### config.mk
export PLATFORM = sky130hd
export DESIGN_NAME = periodic_event_wait_queues_unit
export DESIGN_NICKNAME = d
export VERILOG_FILES = /design/src/sv/pewq_pkg.sv /design/src/sv/pewq_out_stage.sv /design/src/sv/periodic_event_wait_queues_unit.sv
export SDC_FILE = /design/constraint.sdc
export NUM_CORES = 2
export LEC_CHECK = 0
export BUFFER_PORTS_ARGS = -buffer_cell sky130_fd_sc_hd__buf_2
export CORE_MARGIN = 2
export CORE_UTILIZATION = 60
export CTS_CLUSTER_SIZE = 24
export DETAILED_ROUTE_END_ITERATION = 12
export PLACE_DENSITY = 0.76
export SYNTH_ARGS = -nofsm -noshare
export SYNTH_HDL_FRONTEND = slang
export SYNTH_SLANG_ARGS = --single-unit
export TNS_END_PERCENT = 1
### constraint.sdc
create_clock -name aclk -period 28.4 [get_ports aclk]
set_input_delay 1.42 -clock aclk [delete_from_list [all_inputs] [get_ports aclk]]
set_output_delay 1.42 -clock aclk [all_outputs]
set_load 0.05 [all_outputs]
### src/sv/pewq_pkg.sv
package pewq_pkg;

    localparam int S_TDATA_W   = 56;
    localparam int M_TDATA_W   = 16;
    localparam int KIND_W      = 2;
    localparam int TIME_W      = 32;
    localparam int DEV_ID_W    = 6;
    localparam int TASK_ID_W   = 5;
    localparam int PRIO_W      = 6;
    localparam int MAX_TASKS   = 32;

    localparam logic [TIME_W-1:0] LAST_PERIOD = 32'd9000;

    localparam logic [KIND_W-1:0] KIND_INIT = 2'd0;
    localparam logic [KIND_W-1:0] KIND_WAIT = 2'd1;
    localparam logic [KIND_W-1:0] KIND_TICK = 2'd2;

    typedef struct packed {
        logic                 push;
        logic                 flush;
        logic [TASK_ID_W-1:0] task_id;
        logic [PRIO_W-1:0]    prio;
    } out_ctl_t;

    typedef struct packed {
        logic room;
        logic pend;
    } out_sts_t;

endpackage

### src/sv/pewq_out_stage.sv
module pewq_out_stage
    import pewq_pkg::*;
(
    input  logic                 aclk,
    input  logic                 aresetn,
    input  out_ctl_t             ctl,
    output out_sts_t             sts,
    output logic                 m_tvalid,
    input  logic                 m_tready,
    // woken_task, woken_priority
    output logic [M_TDATA_W-1:0] m_tdata,
    output logic                 m_tlast
);

    logic                 pend_valid_reg;
    logic [TASK_ID_W-1:0] pend_task_reg;
    logic [PRIO_W-1:0]    pend_prio_reg;
    logic                 out_valid_reg;
    logic [TASK_ID_W-1:0] out_task_reg;
    logic [PRIO_W-1:0]    out_prio_reg;
    logic                 out_last_reg;
    logic                 out_free;
    logic                 emit;

    assign out_free = !out_valid_reg || m_tready;
    assign emit     = out_free && pend_valid_reg && (ctl.push || ctl.flush);
    assign sts.room = !pend_valid_reg || out_free;
    assign sts.pend = pend_valid_reg;

    always_ff @(posedge aclk) begin
        if (!aresetn) begin
            pend_valid_reg <= 1'b0;
            out_valid_reg  <= 1'b0;
        end else begin
            if (emit) begin
                out_valid_reg <= 1'b1;
            end else if (m_tready) begin
                out_valid_reg <= 1'b0;
            end
            if (ctl.push && sts.room) begin
                pend_valid_reg <= 1'b1;
            end else if (ctl.flush && sts.room) begin
                pend_valid_reg <= 1'b0;
            end
        end
    end

    always_ff @(posedge aclk) begin
        if (emit) begin
            out_task_reg <= pend_task_reg;
            out_prio_reg <= pend_prio_reg;
            out_last_reg <= ctl.flush;
        end
        if (ctl.push && sts.room) begin
            pend_task_reg <= ctl.task_id;
            pend_prio_reg <= ctl.prio;
        end
    end

    assign m_tvalid = out_valid_reg;
    assign m_tdata  = {{(M_TDATA_W - TASK_ID_W - PRIO_W){1'b0}}, out_prio_reg, out_task_reg};
    assign m_tlast  = out_last_reg;

endmodule

### src/sv/periodic_event_wait_queues_unit.sv
// periodic event wait queues
// input channel s_*: one item per handshake; s_tuser carries the kind
// (init, wait, tick), s_tdata carries time, device, task and priority
// output channel m_*: one item per woken task, m_tlast marks the final wake
// of a tick; a tick that wakes nothing sends no item
// init and an ignored wait finish in idle; a wait writes the device record, then
// links the old tail's task record if its queue was not empty; a tick reads one
// device record per cycle from the device memory, one task record per cycle from
// the task memory while the output has room; a wake leaves after one further wake
// or the end of the scan, since the last flag is only known then
// the output register and a pending stage let the next item be accepted
// while the final wake still waits on m_tready; a stalled receiver holds
// the scan at the next wake
// reset empties all queues and sets each match time to its period through
// valid bits, so no clearing pass is needed and the block is ready at once
module periodic_event_wait_queues_unit
    import pewq_pkg::*;
#(
    parameter int DEVICE_COUNT = 60,
    parameter int TASK_COUNT   = 32,
    parameter int PERIOD_STEP  = 100
) (
    input  logic                 aclk,
    input  logic                 aresetn,
    input  logic                 s_tvalid,
    output logic                 s_tready,
    // now_ms, device, task_req, priority_req
    input  logic [S_TDATA_W-1:0] s_tdata,
    // kind
    input  logic [KIND_W-1:0]    s_tuser,
    output logic                 m_tvalid,
    input  logic                 m_tready,
    // woken_task, woken_priority
    output logic [M_TDATA_W-1:0] m_tdata,
    output logic                 m_tlast
);

    localparam int TASK_DEPTH = (TASK_COUNT < MAX_TASKS) ? TASK_COUNT : MAX_TASKS;
    localparam int TI         = $clog2(TASK_DEPTH);
    localparam int DI         = (DEVICE_COUNT > 1) ? $clog2(DEVICE_COUNT) : 1;
    localparam int DEV_W      = TIME_W + 2 * TI;
    localparam int TASK_W     = TI + PRIO_W;
    localparam logic [DI-1:0] LAST_DEV = DI'(DEVICE_COUNT - 1);

    localparam logic [2:0] ST_IDLE = 3'd0;
    localparam logic [2:0] ST_WDEV = 3'd1;
    localparam logic [2:0] ST_WTSK = 3'd2;
    localparam logic [2:0] ST_TEV  = 3'd3;
    localparam logic [2:0] ST_TWK  = 3'd4;
    localparam logic [2:0] ST_TEND = 3'd5;

    logic [DEV_W-1:0]  dev_mem [DEVICE_COUNT];
    logic [TASK_W-1:0] task_mem [TASK_DEPTH];

    logic [2:0]              state_reg, state_next;
    logic [DI-1:0]           d_reg, d_next;
    logic [TIME_W-1:0]       per_reg, per_next;
    logic [TIME_W-1:0]       base_reg, base_next;
    logic [TIME_W-1:0]       now_reg, now_next;
    logic [TI-1:0]           wtask_reg, wtask_next;
    logic [TI-1:0]           cur_reg, cur_next;
    logic [TI-1:0]           tail_reg, tail_next;
    logic [DEVICE_COUNT-1:0] match_valid_reg, match_valid_next;
    logic [DEVICE_COUNT-1:0] head_valid_reg, head_valid_next;
    logic [TASK_DEPTH-1:0]   queued_reg, queued_next;

    logic [DEV_W-1:0]  dev_rdata_reg;
    logic [TASK_W-1:0] task_rdata_reg;
    logic              dev_we;
    logic [DI-1:0]     dev_waddr, dev_raddr;
    logic [DEV_W-1:0]  dev_wdata;
    logic              task_we;
    logic [TI-1:0]     task_waddr, task_raddr;
    logic [TASK_W-1:0] task_wdata;

    logic [KIND_W-1:0]    in_kind;
    logic [TIME_W-1:0]    in_now;
    logic [DEV_ID_W-1:0]  in_dev;
    logic [TASK_ID_W-1:0] in_task;
    logic [PRIO_W-1:0]    in_prio;
    logic                 s_acc;
    logic                 wait_ok;

    logic [TIME_W-1:0] rd_match;
    logic [TI-1:0]     rd_head, rd_tail;
    logic [TI-1:0]     t_next;
    logic [PRIO_W-1:0] t_prio;
    logic [TIME_W-1:0] per_eff, eff_match, new_match;
    logic              due, d_last;
    logic [DI-1:0]     d_inc;

    out_ctl_t out_ctl;
    out_sts_t out_sts;

    assign in_kind = s_tuser;
    assign in_now  = s_tdata[31:0];
    assign in_dev  = s_tdata[37:32];
    assign in_task = s_tdata[42:38];
    assign in_prio = s_tdata[48:43];

    assign s_tready = (state_reg == ST_IDLE);
    assign s_acc    = s_tvalid && s_tready;
    assign wait_ok  = (7'(in_dev) < 7'(DEVICE_COUNT)) && (7'(in_task) < 7'(TASK_COUNT))
                      && !queued_reg[in_task[TI-1:0]];

    assign rd_match = dev_rdata_reg[DEV_W-1 -: TIME_W];
    assign rd_head  = dev_rdata_reg[2*TI-1:TI];
    assign rd_tail  = dev_rdata_reg[TI-1:0];
    assign t_next   = task_rdata_reg[TASK_W-1:PRIO_W];
    assign t_prio   = task_rdata_reg[PRIO_W-1:0];

    assign d_last    = (d_reg == LAST_DEV);
    assign d_inc     = d_last ? d_reg : d_reg + DI'(1);
    assign per_eff   = d_last ? LAST_PERIOD : per_reg;
    assign eff_match = match_valid_reg[d_reg] ? rd_match : per_eff + base_reg;
    assign new_match = eff_match + per_eff;
    assign due       = (now_reg >= eff_match);

    always_comb begin
        state_next       = state_reg;
        d_next           = d_reg;
        per_next         = per_reg;
        base_next        = base_reg;
        now_next         = now_reg;
        wtask_next       = wtask_reg;
        cur_next         = cur_reg;
        tail_next        = tail_reg;
        match_valid_next = match_valid_reg;
        head_valid_next  = head_valid_reg;
        queued_next      = queued_reg;
        dev_we           = 1'b0;
        dev_waddr        = d_reg;
        dev_wdata        = {eff_match, rd_head, rd_tail};
        dev_raddr        = d_reg;
        task_we          = 1'b0;
        task_waddr       = tail_reg;
        task_wdata       = {wtask_reg, t_prio};
        task_raddr       = cur_reg;
        out_ctl          = '0;

        case (state_reg)
            ST_IDLE: begin
                dev_raddr = (in_kind == KIND_TICK) ? '0 : in_dev[DI-1:0];
                if (s_acc) begin
                    case (in_kind)
                        KIND_INIT: begin
                            base_next        = in_now;
                            match_valid_next = '0;
                            head_valid_next  = '0;
                            queued_next      = '0;
                        end
                        KIND_WAIT: begin
                            if (wait_ok) begin
                                queued_next[in_task[TI-1:0]] = 1'b1;
                                d_next     = in_dev[DI-1:0];
                                wtask_next = in_task[TI-1:0];
                                per_next   = 32'(PERIOD_STEP) * (32'(in_dev) + 32'd1);
                                task_we    = 1'b1;
                                task_waddr = in_task[TI-1:0];
                                task_wdata = {TI'(0), in_prio};
                                state_next = ST_WDEV;
                            end
                        end
                        KIND_TICK: begin
                            now_next   = in_now;
                            d_next     = '0;
                            per_next   = 32'(PERIOD_STEP);
                            state_next = ST_TEV;
                        end
                        default: begin
                        end
                    endcase
                end
            end
            ST_WDEV: begin
                dev_we = 1'b1;
                match_valid_next[d_reg] = 1'b1;
                if (head_valid_reg[d_reg]) begin
                    dev_wdata  = {eff_match, rd_head, wtask_reg};
                    task_raddr = rd_tail;
                    tail_next  = rd_tail;
                    state_next = ST_WTSK;
                end else begin
                    dev_wdata  = {eff_match, wtask_reg, wtask_reg};
                    head_valid_next[d_reg] = 1'b1;
                    state_next = ST_IDLE;
                end
            end
            ST_WTSK: begin
                task_we    = 1'b1;
                state_next = ST_IDLE;
            end
            ST_TEV: begin
                if (due) begin
                    dev_we    = 1'b1;
                    dev_wdata = {new_match, rd_head, rd_tail};
                    match_valid_next[d_reg] = 1'b1;
                end
                if (due && head_valid_reg[d_reg]) begin
                    head_valid_next[d_reg] = 1'b0;
                    cur_next   = rd_head;
                    tail_next  = rd_tail;
                    task_raddr = rd_head;
                    state_next = ST_TWK;
                end else if (d_last) begin
                    state_next = ST_TEND;
                end else begin
                    d_next    = d_inc;
                    per_next  = per_reg + 32'(PERIOD_STEP);
                    dev_raddr = d_inc;
                end
            end
            ST_TWK: begin
                dev_raddr = d_inc;
                if (out_sts.room) begin
                    out_ctl.push    = 1'b1;
                    out_ctl.task_id = TASK_ID_W'(cur_reg);
                    out_ctl.prio    = t_prio;
                    queued_next[cur_reg] = 1'b0;
                    if (cur_reg == tail_reg) begin
                        if (d_last) begin
                            state_next = ST_TEND;
                        end else begin
                            d_next     = d_inc;
                            per_next   = per_reg + 32'(PERIOD_STEP);
                            state_next = ST_TEV;
                        end
                    end else begin
                        cur_next   = t_next;
                        task_raddr = t_next;
                    end
                end
            end
            ST_TEND: begin
                out_ctl.flush = 1'b1;
                if (out_sts.room) begin
                    state_next = ST_IDLE;
                end
            end
            default: begin
                state_next = ST_IDLE;
            end
        endcase
    end

    always_ff @(posedge aclk) begin
        if (!aresetn) begin
            state_reg       <= ST_IDLE;
            base_reg        <= '0;
            match_valid_reg <= '0;
            head_valid_reg  <= '0;
            queued_reg      <= '0;
        end else begin
            state_reg       <= state_next;
            base_reg        <= base_next;
            match_valid_reg <= match_valid_next;
            head_valid_reg  <= head_valid_next;
            queued_reg      <= queued_next;
        end
    end

    always_ff @(posedge aclk) begin
        d_reg     <= d_next;
        per_reg   <= per_next;
        now_reg   <= now_next;
        wtask_reg <= wtask_next;
        cur_reg   <= cur_next;
        tail_reg  <= tail_next;
    end

    always_ff @(posedge aclk) begin
        if (dev_we) begin
            dev_mem[dev_waddr] <= dev_wdata;
        end
        dev_rdata_reg <= dev_mem[dev_raddr];
    end

    always_ff @(posedge aclk) begin
        if (task_we) begin
            task_mem[task_waddr] <= task_wdata;
        end
        task_rdata_reg <= task_mem[task_raddr];
    end

    pewq_out_stage u_out (
        .aclk     (aclk),
        .aresetn  (aresetn),
        .ctl      (out_ctl),
        .sts      (out_sts),
        .m_tvalid (m_tvalid),
        .m_tready (m_tready),
        .m_tdata  (m_tdata),
        .m_tlast  (m_tlast)
    );

    a_walk_queued: assert property (@(posedge aclk) disable iff (!aresetn)
        (state_reg == ST_TWK) |-> queued_reg[cur_reg])
        else $error("walked task is not marked queued");

    a_scan_range: assert property (@(posedge aclk) disable iff (!aresetn)
        (state_reg == ST_TEV || state_reg == ST_TWK) |-> (7'(d_reg) < 7'(DEVICE_COUNT)))
        else $error("scan device index out of range");

    a_idle_drained: assert property (@(posedge aclk) disable iff (!aresetn)
        (state_reg == ST_IDLE) |-> !out_sts.pend)
        else $error("pending wake left behind after tick");

endmodule

Word-level counts from Yosys, hierarchy flattened
Memory sizes are Yosys's and may differ from the RTL's. A register that Yosys moved wholly into a read port is not among the register bits. Index checks and enable logic that the tools add are counted.

Memories: 2. RAM bits: 2872. Bits in registers: 297.

Eq/ne operators: 23. $add $sub $neg: 5. Reductions and logical operators: 36. Bitwise operators: 7. Multiply operators: 1. Magnitude comparators: 8. Muxes and demuxes: 93.

Memory list: dev_mem (words 60, bits a word 42, read ports 1, clocked after memory_dff 1, wr ports 1, line periodic_event_wait_queues_unit.sv:52) `logic [DEV_W-1:0] dev_mem [DEVICE_COUNT];`; task_mem (words 32, bits a word 11, read ports 1, clocked after memory_dff 1, wr ports 1, line periodic_event_wait_queues_unit.sv:53) `logic [TASK_W-1:0] task_mem [TASK_DEPTH];`.

Operator list (number): $pmux W60 S3 (2); $mux W32 (11); $mux W60 (5); $pmux W32 S2 (3); $or A60 B60 Y60 (2); $pmux W32 S3 (1); $pmux W42 S2 (1); $add A32 B32 Y32 (2); $and A60 B60 Y60 (1); $not A60 Y60 (1); $mux W5 (10); $mux W6 (8); $mux W11 (4); $mux W42 (1); $pmux W6 S3 (2); $add A32 B7 Y32 const B (1); $and A32 B32 Y32 (1); $ge A32 B32 Y1 (1); $not A32 Y32 (1); $or A32 B32 Y32 (1); $mux W3 (8); $mux W1 (21); $pmux W5 S2 (2); $pmux W3 S5 (1); 42 further kinds (82).

Logic depth before layout (Yosys ltp)
Depth after elaboration: 10. Gate-level depth with buffers: 45. Gate-level depth less buffers: 38.

Modules after synthesis
Synthesis repeated with hierarchy kept, for this count alone.

Cells, all modules: 9725. Area, all modules: 134014.8 um2.

By module, submodules not included: periodic_event_wait_queues_unit (instances 1, area each 133182.7 um2, seq. area each 93539.7 um2, cells each 9683); pewq_out_stage (instances 1, area each 832.0 um2, seq. area each 730.7 um2, cells each 42).

Least setup slack after synthesis
Ideal clock, no wire load.

Path type: reg-to-reg. Start: register d_reg[0]. End: memory dev_mem[0][40] (netlist name), data pin. Arrival: 9.621 ns. Required time: 27.711 ns. Setup time: 0.689 ns. Clock period less this slack: 10.311 ns. Setup slack: 18.089 ns. Cell stages (with the launch flop): 36. Cells stage by stage: edfxtp_1 -> ha_1 -> nor2b_2 -> nand2_1 -> clkbuf_1 -> clkbuf_1 -> clkbuf_1 -> nand2b_1 -> ha_1 -> a21o_1 -> nand2_1 -> o221ai_1 -> o2111ai_1 -> a2111oi_0 -> a311oi_1 -> nor2_1 -> maj3_1 -> a21oi_1 -> o211ai_1 -> a21oi_1 -> o21bai_1 -> xnor2_1 -> o21ai_0 -> inv_1 -> ha_1 -> a31o_2 -> a21o_1 -> a21o_1 -> a21o_1 -> a21oi_1 -> o31ai_1 -> a31oi_1 -> a21o_1 -> clkbuf_1 -> nor4_1 -> a211oi_1.

Longest elaborated chain between the ends: 7. Elaborated cells on any way between the ends: 10. Those cells by class: 2 x add/sub; 1 x order compare; 1 x eq/ne; 6 x mux.

RTL lines: from (decl) (line periodic_event_wait_queues_unit.sv:56) `logic [DI-1:0] d_reg, d_next;`; from (signal assigned) (line periodic_event_wait_queues_unit.sv:263) `d_reg <= d_next;`; $eq A6 B6 Y1 (line periodic_event_wait_queues_unit.sv:112) `assign d_last = (d_reg == LAST_DEV);`; $mux W32 (line periodic_event_wait_queues_unit.sv:114) `assign per_eff = d_last ? LAST_PERIOD : per_reg;`; $add A32 B32 Y32 (line periodic_event_wait_queues_unit.sv:115) `assign eff_match = match_valid_reg[d_reg] ? rd_match : per_eff + base_reg;`; $mux W32 (line periodic_event_wait_queues_unit.sv:115); $add A32 B32 Y32 or $ge A32 B32 Y1 (tied branches) (line periodic_event_wait_queues_unit.sv:116, periodic_event_wait_queues_unit.sv:117); $mux W42 (line periodic_event_wait_queues_unit.sv:194) `if (due) begin`; $pmux W42 S2 (*) (line periodic_event_wait_queues_unit.sv:141) `case (state_reg)`; named net dev_wdata[40] (line periodic_event_wait_queues_unit.sv:71) `logic [DEV_W-1:0] dev_wdata;`; to (decl) (line periodic_event_wait_queues_unit.sv:52).

The timed path passes the listed nets; every way through them passes the cells marked *. The select of a mux whose other input is x is not followed.

Worst setup path in the final report
Start: register d_reg[1]. End: register dev_rdata_reg[1] (read register of dev_mem).

Longest elaborated chain between the ends: 8. Elaborated cells on any way between the ends: 15. Those cells by class: 2 x add/sub; 1 x order compare; 1 x eq/ne; 10 x mux; 1 x reduce/logical.

RTL lines: $eq A6 B6 Y1 (line periodic_event_wait_queues_unit.sv:112); $mux W32 (line periodic_event_wait_queues_unit.sv:114); $add A32 B32 Y32 (line periodic_event_wait_queues_unit.sv:115); $mux W32 (line periodic_event_wait_queues_unit.sv:115); $ge A32 B32 Y1 (line periodic_event_wait_queues_unit.sv:117) `assign due = (now_reg >= eff_match);`; $logic_and A1 B1 Y1 (line periodic_event_wait_queues_unit.sv:199) `if (due && head_valid_reg[d_reg]) begin`; $mux W6 (line periodic_event_wait_queues_unit.sv:199); $pmux W6 S3 (*) (line periodic_event_wait_queues_unit.sv:141); to (decl) (line periodic_event_wait_queues_unit.sv:67) `logic [DEV_W-1:0] dev_rdata_reg;`.

Every way passes the cells marked *; elsewhere a longest branch is shown, timed or not. The select of a mux whose other input is x is not followed. A chain may end at the register's enable or synchronous reset.

==> flow_summary.toml <==
[run_status]
status = "complete, no violations"

[global_routing]
track_usage_pct = 31.99
overflow = 0
grt_pass1_vias = 84550
grt_max_degree = 199
grt_pass1_wl_mm = 533.7
antenna_found_initial = 16

[cts]
clkSlewWorstSetupHoldPaths_ns = 0.06
cts_inserted_buffers = 329
clock_path_buffers = 4
post_cts_buffers = 0
cts_tree = "built"
clock_sinks = 3220
cts_resized = 0
cts_max_level = 5
clock_latency_ns = 0.97
holdBufCountCts = 0
cts-root-buf = "clkbuf_16"

[route]
dr.pass1.iters = 8
avgRoutedWirePerCell_um = 27.27
via_per_inst = 6.574
routed_wl_mm = 366.6
first_iter_violations = 13460
drcViolationCount = 0
vias = 88360
drtAntennaViolNets = 0

[die]
coreArea_um2 = 219900
die_y_um = 474.6
die_x_um = 474.6
start_util_pct = 60.40
ios = 81
rows = 172
dieArea_um2 = 225200

[critical_path]
cpMostUsedCell = "buf_4"
slowest_delay_ns = 0.92
critPathSlowestCell = "buf_4"
critical_path.max_fanout = 165
critPathLaunchType = "flop"
arrival_ns = 14.71
criticalPathCategory = "reg2reg"
crit_path_end_kind = "flop"
required_ns = 29.27

[finish]
largest_reg_flops = 2520
area_growth_pct = 10.55
reg_top3 = "dev_mem x2520, task_mem x352"
num-nets-final = 10400
drive_above_1_share_pct = 9.065
utilization_pct = 66.77
mostFrequentLayoutCell = "edfxtp_1"
layout_common_cells = "2978 x edfxtp_1, 2383 x nand2_1, 730 x a21oi_1"
regMostFlops = "dev_mem"

[sta]
post-route-period-util_pct = 48.72
hold_viol = 0
slew_viol_final = 0
grt_setup_unrepaired = "no"
relSlewSlack_pct = 10.29
setup-violations-final = 0
worstMarginPinSlew_ns = 1.342
fmaxAchievable_mhz = 72.27
fin_crit_ns = 13.84
fin_tns_setup_ns = 0
fin_skew_ns = 0.06925

[yosys]
syn_avg_cell_area_um2 = 12.92
yosys_warnings = 0
netlist_area_um2 = 132800
dominantRegCellSynth = "edfxtp_1"
syn_inst = 10280
synth_edf_count = 2978
yosys_register_bits = 3220
async_reset_ff_share_pct = 0
yosys.cell_types.count = 99
yosysSeqAreaShare_pct = 70.96

[place]
finalWeightedCongestion = 0.9053
io_buffers = 68
dp_hpwl_mm = 196.0

[worst_hold_path]
hp-class = "reg2reg"

[flow_run]
max_cap_violations = 0
cell type report:
cell class                 count  area (um2)
fill                       14900       73080
antenna                        4       10.01
timing repair buffer         278        2079
tap                         2958        3701
clock inverter               150        1431
inverter                      79       297.8
multi-input combinational   6324       36230
sequential                  3220       94270
clock buffer                 429        8846
path summary, 6_finish.rpt:
kind                                              from                     to  slack [ns]  cells past startpoint
worst max-delay path                          d_reg[1]       dev_rdata_reg[1]       14.56                     44
worst min-delay path            u_out.pend_prio_reg[1]  u_out.out_prio_reg[1]        0.42                      0
worst max register to register                d_reg[1]       dev_rdata_reg[1]       14.56                     44
worst min register to register  u_out.pend_prio_reg[1]  u_out.out_prio_reg[1]        0.42                      0
kinds of logic (layout without fill, tap and decap cells):
kind of cell | Yosys count | count (layout) | share of synthesized area (%)
DFF | 3220 | 3220 | 70.96
adders and majority gates | 106 | 106 | 1.012
muxes | 524 | 524 | 4.199
xor gates and xnor gates | 120 | 120 | 0.7911
and+or+nand+nor | 3665 | 3665 | 11.70
buffers and inverters | 741 | 936 | 2.407
AOI/OAI and AO/OA | 1904 | 1904 | 8.932
other | 1 | 9 | 0.002823
through the flow:
| stage | instances | hold WS [ns] | setup slack (ns) | area (um2) |
|---|---|---|---|---|
| final | 13440 | 0.4168 | 14.56 | 146900 |
| after global routing | 13440 | 0.4243 | 13.85 | 146900 |
| after CTS | 13440 | 0.4187 | 14.95 | 146900 |
| after detailed placement | 12860 | 0.4045 | 15.05 | 136600 |
| after floorplan | 10290 | 0.4003 | 18.09 | 132900 |
| after global placement | 12860 | 0.4031 | 15.15 | 136600 |
cells in the mapped netlist (35+ instances only):
cell / instances / area (um2)
buf_1: 64 / 240.2
a211oi_1: 50 / 375.4
nand4_1: 109 / 681.9
o211ai_1: 44 / 330.3
a21oi_1: 747 / 3739
and3_1: 68 / 425.4
nor2_1: 349 / 1310
o21ai_0: 354 / 1772
clkbuf_1: 382 / 1434
edfxtp_1: 2978 / 89430
xnor2_1: 72 / 630.6
inv_1: 76 / 285.3
mux2_2: 35 / 394.1
a22oi_1: 74 / 555.5
nand2_1: 2386 / 8956
ha_1: 97 / 1214
or4_1: 42 / 315.3
nor3_1: 118 / 590.6
a31oi_1: 140 / 875.8
a32oi_1: 196 / 1717
dfxtp_1: 242 / 4845
xor2_1: 48 / 420.4
nand3_1: 428 / 2142
a21o_1: 38 / 285.3
buf_2: 164 / 820.8
nand2b_1: 35 / 219.0
buf_4: 46 / 345.3
mux2i_1: 465 / 4654
critical path: cells and delay by family (launching register included):
kind	cells	cell delay (ns)
buffers and inverters	9	4.98
AOI/OAI and AO/OA	20	4.08
xor gates and xnor gates	1	0.16
DFF	1	0.32
adders and majority gates	4	1.38
and+or+nand+nor	10	2.32
per-layer routing:
metal | vias to the layer above | routed length (um) | GRT usage (%)
li1 | 38050 | - | -
met1 | 43220 | 133800 | 44.17
met2 | 5989 | 166500 | 49.43
met3 | 1094 | 48880 | 6.861
met4 | 12 | 17300 | 13.91
met5 | - | 80 | 0
Power is not shown: default switching activity piles up to over one toggle a cycle in this logic, so the estimate is an artifact.
